## src/sfd_pkg.sv

```systemverilog
// shared types, constants and rounding helper for the stereo flanger delay
`default_nettype none

package sfd_pkg;

  // defaults for the top level parameters
  localparam int unsigned LINE_DEPTH_DEF  = 1024;
  localparam int unsigned SAMPLE_RATE_DEF = 48000;
  localparam int unsigned SAMPLE_BITS_DEF = 24;

  // configuration port
  localparam int unsigned CFG_IDX_W = 4;
  localparam int unsigned CFG_W     = 16;
  localparam logic [CFG_IDX_W-1:0] REG_RATE_TARGET  = 4'd0;
  localparam logic [CFG_IDX_W-1:0] REG_DEPTH_TARGET = 4'd1;
  localparam logic [CFG_W-1:0] RATE_TARGET_RST  = 16'd13107;
  localparam logic [CFG_W-1:0] DEPTH_TARGET_RST = 16'd26214;

  // smoothed knob reset values, Q0.24
  localparam logic [23:0] RATE_SMOOTH_RST  = 24'd3355443;
  localparam logic [23:0] DEPTH_SMOOTH_RST = 24'd6710886;

  // arithmetic constants
  localparam int SMOOTH_K    = 25166;
  localparam int HZ_BASE     = 671089;
  localparam int HZ_SLOPE    = 30198989;
  localparam int RIGHT_OFS_K = 3019899;
  localparam int FEEDBACK_K  = 10401874;
  localparam int MIX_K       = 12079596;
  localparam int CENTER      = 170;
  localparam int CENTER_Q8   = 170 * 256;

  // phase increment divider: reciprocal scale
  localparam int unsigned DIV_SH = 26;

  // product width used by the rounding helper
  localparam int unsigned PW = 68;

  // odd sine polynomial, Q.30, lowest order first
  localparam logic signed [32:0] SINE_COEF [5] = '{
    33'sd1686629713, -33'sd693598668, 33'sd85569306, -33'sd5026995, 33'sd172272
  };

  typedef enum logic [1:0] {
    T_IDLE,
    T_PRM,
    T_LANE
  } sfd_top_e;

  typedef enum logic [3:0] {
    C_IDLE,
    C_SMR,
    C_SMD,
    C_R2,
    C_HZ,
    C_DIVQ,
    C_DIVR,
    C_OFS,
    C_FB
  } sfd_prm_e;

  typedef enum logic [3:0] {
    L_CLEAR,
    L_IDLE,
    L_X2,
    L_HORN,
    L_PX,
    L_DLY,
    L_RD0,
    L_RD1,
    L_RD2,
    L_INT,
    L_FB,
    L_MIX,
    L_DONE
  } sfd_lane_e;

  // per-frame parameters from the parameter stage
  typedef struct packed {
    logic        done;
    logic [23:0] phase_l;
    logic [23:0] phase_r;
    logic [23:0] depth;
    logic [23:0] fb;
  } sfd_prm_t;

  // command to one lane
  typedef struct packed {
    logic        start;
    logic        ack;
    logic [23:0] phase;
    logic [23:0] depth;
    logic [23:0] fb;
  } sfd_lane_cmd_t;

  // lane status
  typedef struct packed {
    logic ready;
    logic done;
  } sfd_lane_stat_t;

  // arithmetic right shift, round to nearest, ties away from zero
  function automatic logic signed [PW-1:0] rnd_shr(input logic signed [PW-1:0] v,
                                                   input int unsigned s);
    logic signed [PW-1:0] h;
    h = $signed({{(PW-1){1'b0}}, 1'b1}) <<< (s - 32'd1);
    if (v[PW-1]) begin
      rnd_shr = (v + h - $signed({{(PW-1){1'b0}}, 1'b1})) >>> s;
    end else begin
      rnd_shr = (v + h) >>> s;
    end
  endfunction

endpackage

`default_nettype wire

```

## src/sfd_prm.sv

```systemverilog
// parameter stage: knob smoothing, lfo rate, phase advance, offset and feedback
`default_nettype none

module sfd_prm #(
  parameter int unsigned SAMPLE_RATE = sfd_pkg::SAMPLE_RATE_DEF
) (
  input  wire                           clk_i,
  input  wire                           rst_ni,
  input  wire                           start_i,
  input  wire  [sfd_pkg::CFG_W-1:0]     rate_tgt_i,
  input  wire  [sfd_pkg::CFG_W-1:0]     depth_tgt_i,
  output sfd_pkg::sfd_prm_t             prm_o
);

  localparam int unsigned DIV_M   = (1 << sfd_pkg::DIV_SH) / SAMPLE_RATE;
  localparam int unsigned SR_HALF = SAMPLE_RATE / 2;
  localparam int unsigned PW      = sfd_pkg::PW;

  sfd_pkg::sfd_prm_e step_q, step_d;
  logic        done_q, done_d;
  logic [23:0] rs_q, rs_d, ds_q, ds_d, ph_q, ph_d;
  logic [24:0] r2_q, r2_d;
  logic [25:0] n_q, n_d, qe_q, qe_d;
  logic [23:0] ofs_q, ofs_d, fb_q, fb_d;

  logic signed [27:0]   op_a, op_b;
  logic signed [55:0]   prod;
  logic signed [PW-1:0] r24;
  logic signed [27:0]   rem;
  logic [25:0]          inc;

  // shared multiplier with rounding
  assign prod = op_a * op_b;
  assign r24  = sfd_pkg::rnd_shr(PW'(prod), 24);

  // sequencer
  always_comb begin
    step_d = step_q;
    done_d = 1'b0;
    rs_d   = rs_q;
    ds_d   = ds_q;
    ph_d   = ph_q;
    r2_d   = r2_q;
    n_d    = n_q;
    qe_d   = qe_q;
    ofs_d  = ofs_q;
    fb_d   = fb_q;
    op_a   = '0;
    op_b   = '0;
    rem    = '0;
    inc    = qe_q;
    unique case (step_q)
      sfd_pkg::C_IDLE: begin
        if (start_i) begin
          step_d = sfd_pkg::C_SMR;
        end
      end
      sfd_pkg::C_SMR: begin
        op_a   = $signed({2'b0, rate_tgt_i, 8'b0}) - $signed({4'b0, rs_q});
        op_b   = 28'(sfd_pkg::SMOOTH_K);
        rs_d   = 24'($signed({4'b0, rs_q}) + 28'(r24));
        step_d = sfd_pkg::C_SMD;
      end
      sfd_pkg::C_SMD: begin
        op_a   = $signed({2'b0, depth_tgt_i, 8'b0}) - $signed({4'b0, ds_q});
        op_b   = 28'(sfd_pkg::SMOOTH_K);
        ds_d   = 24'($signed({4'b0, ds_q}) + 28'(r24));
        step_d = sfd_pkg::C_R2;
      end
      sfd_pkg::C_R2: begin
        op_a   = $signed({4'b0, rs_q});
        op_b   = $signed({4'b0, rs_q});
        r2_d   = 25'(r24);
        step_d = sfd_pkg::C_HZ;
      end
      sfd_pkg::C_HZ: begin
        op_a   = $signed({3'b0, r2_q});
        op_b   = 28'(sfd_pkg::HZ_SLOPE);
        n_d    = 26'(r24) + 26'(sfd_pkg::HZ_BASE) + 26'(SR_HALF);
        step_d = sfd_pkg::C_DIVQ;
      end
      sfd_pkg::C_DIVQ: begin
        op_a   = $signed({2'b0, n_q});
        op_b   = 28'(DIV_M);
        qe_d   = 26'(prod >>> sfd_pkg::DIV_SH);
        step_d = sfd_pkg::C_DIVR;
      end
      sfd_pkg::C_DIVR: begin
        // estimate is at most one short: one compare corrects it
        op_a = $signed({2'b0, qe_q});
        op_b = 28'(SAMPLE_RATE);
        rem  = $signed({2'b0, n_q}) - 28'(prod);
        if (rem >= 28'(SAMPLE_RATE)) begin
          inc = qe_q + 26'd1;
        end
        ph_d   = ph_q + 24'(inc);
        step_d = sfd_pkg::C_OFS;
      end
      sfd_pkg::C_OFS: begin
        op_a   = $signed({4'b0, ds_q});
        op_b   = 28'(sfd_pkg::RIGHT_OFS_K);
        ofs_d  = 24'(r24);
        step_d = sfd_pkg::C_FB;
      end
      sfd_pkg::C_FB: begin
        op_a   = $signed({4'b0, ds_q});
        op_b   = 28'(sfd_pkg::FEEDBACK_K);
        fb_d   = 24'(r24);
        done_d = 1'b1;
        step_d = sfd_pkg::C_IDLE;
      end
      default: begin
        step_d = sfd_pkg::C_IDLE;
      end
    endcase
  end

  // state and knob registers
  always_ff @(posedge clk_i or negedge rst_ni) begin
    if (!rst_ni) begin
      step_q <= sfd_pkg::C_IDLE;
      done_q <= 1'b0;
      rs_q   <= sfd_pkg::RATE_SMOOTH_RST;
      ds_q   <= sfd_pkg::DEPTH_SMOOTH_RST;
      ph_q   <= '0;
    end else begin
      step_q <= step_d;
      done_q <= done_d;
      rs_q   <= rs_d;
      ds_q   <= ds_d;
      ph_q   <= ph_d;
    end
  end

  // intermediate results
  always_ff @(posedge clk_i) begin
    r2_q  <= r2_d;
    n_q   <= n_d;
    qe_q  <= qe_d;
    ofs_q <= ofs_d;
    fb_q  <= fb_d;
  end

  assign prm_o.done    = done_q;
  assign prm_o.phase_l = ph_q;
  assign prm_o.phase_r = ph_q + ofs_q;
  assign prm_o.depth   = ds_q;
  assign prm_o.fb      = fb_q;

endmodule

`default_nettype wire

```

## config.mk

```make
export PLATFORM = sky130hd
export DESIGN_NAME = sfd_prm
export DESIGN_NICKNAME = d
export VERILOG_FILES = /design/src/sfd_pkg.sv /design/src/sfd_prm.sv
export SDC_FILE = /design/constraint.sdc
export NUM_CORES = 2
export LEC_CHECK = 0
export BUFFER_PORTS_ARGS = -buffer_cell sky130_fd_sc_hd__buf_2
export CAP_MARGIN = 5
export CORE_ASPECT_RATIO = 0.8
export CORE_MARGIN = 2
export CORE_UTILIZATION = 25
export CTS_CLUSTER_SIZE = 30
export DETAILED_ROUTE_END_ITERATION = 10
export PLACE_DENSITY = 0.46
export SYNTH_ARGS = -nofsm -noshare
export SYNTH_HDL_FRONTEND = slang
export SYNTH_SLANG_ARGS = --single-unit
```

## constraint.sdc

```tcl
create_clock -name clk_i -period 34 [get_ports clk_i]
set_clock_uncertainty 0.1 [all_clocks]
set_input_delay 6.8 -clock clk_i [delete_from_list [all_inputs] [get_ports clk_i]]
set_output_delay 6.8 -clock clk_i [all_outputs]
set_load 0.03 [all_outputs]
```

Word-level counts from Yosys, hierarchy flattened --
Index checks and enable logic that the tools add are counted. Widths: inputs -> output; s select.
Operators by class: multiplexer cells 8, equality and inequality tests 9, multipliers 1, add/subtract/negate cells 12, order comparisons 1, reductions and logical operators 3
Operators with widths (number):
- $pmux 28 s7 | 1
- $pmux 25 s7 | 1
- $add 24x24->24 | 4
- $mul 28x26->54 | 1
- $add 50x25->50 const B | 1
- $sub 24x24->25 | 2
- $sub 50x2->50 const B | 1
- $mux 24 | 2
- $pmux 4 s8 | 1
- $ge 28x16->1 const B | 1
- $sub 27x28->28 | 1
- $add 26x15->26 const B | 1
- $add 26x20->26 const B | 1
- $mux 26 | 1
- $add 24x1->24 const B | 1
- $eq 4x3->1 const B | 4
- $eq 4x2->1 const B | 2
- $eq 4x1->1 const B | 1
- $eq 4x4->1 const B | 1
- $logic_not 4->1 | 1
- $mux 4 | 1
- $reduce_or 2->1 | 2
- $ne 2x2->1 const B | 1
- $mux 1 | 1
Word-level totals: bits in registers 202, word-level logic and storage cells 44, input bits 35

Logic depth before layout (Yosys ltp) --
depth after elaboration 9, mapped depth 67, gate-level depth less buffers 65

Least setup slack after synthesis --
No wires, ideal clock.
kind input to register, from input port depth_tgt_i[0] (netlist name), to register ph_q[23], arrival 19972 ps, stages on the path 60, path buffers 1, path slack 13793 ps, data required time 33766 ps, library setup time 134 ps, cells stage by stage ha_1 > a41oi_1 > o21bai_1 > a21oi_1 > o21bai_1 > a21oi_1 > o21bai_1 > a21oi_1 > nor2b_1 > o21a_1 > o21a_1 > o21a_1 > nor3_1 > nor2_1 > a221oi_1 > nor2_1 > fa_1 > inv_1 > (+24 left out) > ha_1 > a21o_1 > a21oi_1 > o21ai_0 > a21oi_1 > o21ai_0 > a21oi_1 > o22ai_1 > o211ai_1 > a31oi_1 > a41oi_1 > a211o_1 > nor2_1 > a211oi_1 > xnor2_1 > xnor2_1 > nand2_1 > xnor2_1
Between the ends: word-level cells in the longest chain between the ends 8
Ends and longest elaborated chain:
- start: declaration | line sfd_prm.sv:11 | input wire [sfd_pkg::CFG_W-1:0] depth_tgt_i,
- $sub 24x24->25 | line sfd_prm.sv:65 | op_a = $signed({2'b0, depth_tgt_i, 8'b0}) - $signed({4'b0, ds_q});
- $pmux 28 s7 | line sfd_prm.sv:52 | unique case (step_q)
- $mul 28x26->54 | line sfd_prm.sv:33 | assign prod = op_a * op_b;
- $sub 27x28->28 | line sfd_prm.sv:92 | rem = $signed({2'b0, n_q}) - 28'(prod);
- $ge 28x16->1 | line sfd_prm.sv:93 | if (rem >= 28'(SAMPLE_RATE)) begin
- $mux 24 | line sfd_prm.sv:93
- $mux 24 | line sfd_prm.sv:52
- $add 24x24->24 | line sfd_prm.sv:96 | ph_d = ph_q + 24'(inc);
- end signal: assignment | line sfd_prm.sv:131 | ph_q <= ph_d;
- end: declaration | line sfd_prm.sv:21 | logic [23:0] rs_q, rs_d, ds_q, ds_d, ph_q, ph_d;
Every way passes these cells. The select of a mux whose other input is x is not followed. A chain may end at the register's enable or synchronous reset.

Worst setup path in the final report --
from input port depth_tgt_i[0] (netlist name), to register ph_q[22]
The elaborated chain is that of the path after synthesis.

==> flow_metrics.py <==
metrics = {
    "sta": {
        "fmax_mhz": 43.4,
        "fin_crit_sh_pct": 67.7,
        "setup_viol": 0,
        "rsz0062_at_grt": "no",
        "final.min_clock_period_ps": 23020,
        "tightest_slew_ps": 1260,
        "report.final.slew_viol_count": 0,
        "setup_tns_ps": 0,
        "max_slew_margin_pct": 16.0,
        "hold_violations": 0,
    },
    "setup_path": {
        "startpoint_type": "input port",
        "r2r_end": "ph_q[22]",
        "crit_arrival_ps": 23370,
        "cp-end-kind": "register",
        "critPathSlowestCell": "nand4_1",
        "timing.rr.start": "ds_q[0]",
        "r2r_setup_slack_ps": 16260,
        "crit_end": "ph_q[22]",
        "crit_fanout": 11,
        "cpMostUsedCell": "a21oi_1",
        "worstSetupPathType": "input port to register",
        "worstRegToRegCells": 64,
        "crit_path_max_incr_delay_ps": 810,
        "cp-startpoint": "depth_tgt_i[0]",
        "required_ps": 34350,
    },
    "yosys": {
        "synthTopCellsByArea": "fa_1, ha_1, edfxtp_1",
        "synth_area_mm2": 0.0420,
        "syn_inst": 4745,
        "synth-edff-count": 125,
        "syn_avg_cell_area_um2": 8.86,
        "yosysTopAreaCell": "fa_1",
        "ys_seq_elements": 202,
        "ys_top_cells_by_count": "inv_1, fa_1, nand2_1, nor2_1, ha_1",
        "synthFlopType": "edfxtp_1",
        "ys_warn_count": 0,
        "async_reset_ff_share_pct": 38.1,
        "synth_most_common_cell": "inv_1",
        "synth_top_area_share_pct": 34.1,
        "synth_cell_types": 118,
        "synth_seq_area_share_pct": 13.6,
    },
    "route": {
        "post-route-drc-count": 0,
        "via_count": 34100,
        "wl_per_cell_um": 22.4,
        "drtPass1Iterations": 6,
        "routed_via_density": 4.77,
        "wl_mm": 160,
        "antenna_left": 0,
        "drt_iter0_drc": 3242,
    },
    "floorplanning": {
        "die_y_um": 371,
        "fp-row-count": 134,
        "initial_utilization_pct": 25.2,
        "die-area_mm2": 0.172,
        "io_pins": 132,
        "die_w_um": 463,
        "core-area_mm2": 0.167,
    },
    "global_route": {
        "grt_max_degree": 47,
        "grt_use_total_pct": 18.6,
        "grt_pass1_wl_mm": 235,
        "antenna_found_initial": 14,
        "overflow": 0,
        "grt_pass1_vias": 33800,
    },
    "layout": {
        "fillCellCount": 18100,
        "drive_gt1_share_pct": 8.36,
        "area_growth_pct": 11.2,
        "nNetsFinal": 5949,
    },
    "placed_design": {
        "port_buffers": 131,
        "gp_congestion": 0.910,
        "dp_hpwl_mm": 133,
    },
    "status": {
        "outcome": "finished, final reports clean",
    },
    "clock_network": {
        "h-tree-depth": 1,
        "cts_inserted_buffers": 22,
        "clkTransAtPathRegs_ps": 70,
        "clkSinkCount": 202,
        "postCtsSetupBuffers": 0,
        "cts-resized-gates": 0,
        "clockRootBuffer": "clkbuf_16",
        "ctsLongestPathBuffers": 3,
        "clock_latency_ps": 540,
        "cts_tree": "built",
        "ctsHoldBuffers": 0,
    },
    "worst_hold_path": {
        "hp-class": "register to register",
    },
    "run": {
        "cap_violations": 0,
    },
}
## worst min path at each step
stage                 start       to  slack (ps)  depth (start not counted)
floorplan           rs_q[8]  rs_q[8]         370                          2
CTS                 rs_q[9]  rs_q[9]         410                          2
global route        rs_q[9]  rs_q[9]         420                          2
global placement    rs_q[8]  rs_q[8]         390                          2
finish              rs_q[9]  rs_q[9]         410                          2
detailed placement  rs_q[9]  rs_q[9]         400                          2
## kinds of logic after synthesis
family	share of synthesized area, %
and+or+nand+nor	15.2
buffers and inverters	9.99
adders and majority gates	43.4
AOI/OAI and AO/OA	12.3
xor gates and xnor gates	5.11
DFF	13.6
muxes	0.417
other	0.0179
## layout by cell type, fill, tap and decap left out, types with 23 or more instances in the layout
cell       netlist  routed
o21ai_0        135     135
o211ai_1        26      26
a211oi_1        33      30
clkbuf_16        0      23
nand3_1         78      78
nor2_1         438     433
edfxtp_1       125     125
conb_1           2      54
nand2_1        516     514
nand2b_1        36      36
inv_1          934     933
fa_1           717     717
buf_2            6     130
ha_1           310     310
xnor2_1        163     163
o21bai_1        42      41
buf_4            4     102
a21o_1          52      52
dfrtp_1         53      53
nor2b_1         39      38
o21a_1          29      29
nor3_1          81      75
a21oi_1        176     171
and3_1          62      62
xor2_1          70      70
dfstp_2         24      24
## critical path, delay by kind of cell
kind | cells | cell delay (ps)
compound gates | 32 | 6990
fa+ha+maj | 11 | 5120
simple gates | 7 | 2280
buf+inv | 8 | 1170
xor+xnor | 4 | 960
## flip-flops by register name (all words and copies together) (netlist names)
name and cells:
qe_q 26, ofs_q 24, rs_q 24, ph_q 24, r2_q 25, step_q 4, ds_q 24, fb_q 24
n_q 26, done_q 1
## area by class of cell
| type | count | area [um2] | area share [%] |
|---|---|---|---|
| multi-input combinational | 3484 | 32500 | 69.6 |
| sequential | 202 | 5710 | 12.2 |
| inverter | 945 | 3550 | 7.59 |
| tap | 2244 | 2810 | 6.00 |
| timing repair buffer | 232 | 1420 | 3.03 |
| clock buffer | 29 | 618 | 1.32 |
| clock inverter | 11 | 108 | 0.230 |
| antenna | 1 | 2.50 | 0.00535 |
## metal layers
metal,global-route usage [%],wire length [um]
met3,4.14,13300
met2,27.0,65900
met4,4.98,5110
met1,27.4,75800
met5,0,0
## stage by stage
stage	util, %	hold slack, ps	worst slack [ps]	instances	instance area (um2)
after floorplan	-	374	13790	4797	42200
after CTS	28.0	410	11390	7147	46800
final	28.0	413	10980	7148	46800
after global placement	27.6	394	10900	7107	46000
after detailed placement	27.6	401	10890	7107	46000
after global routing	28.0	421	10140	7148	46800
Power is left out: the tool's default activity adds up to more than one toggle a clock period on the data nets, which glitch-free logic cannot reach.
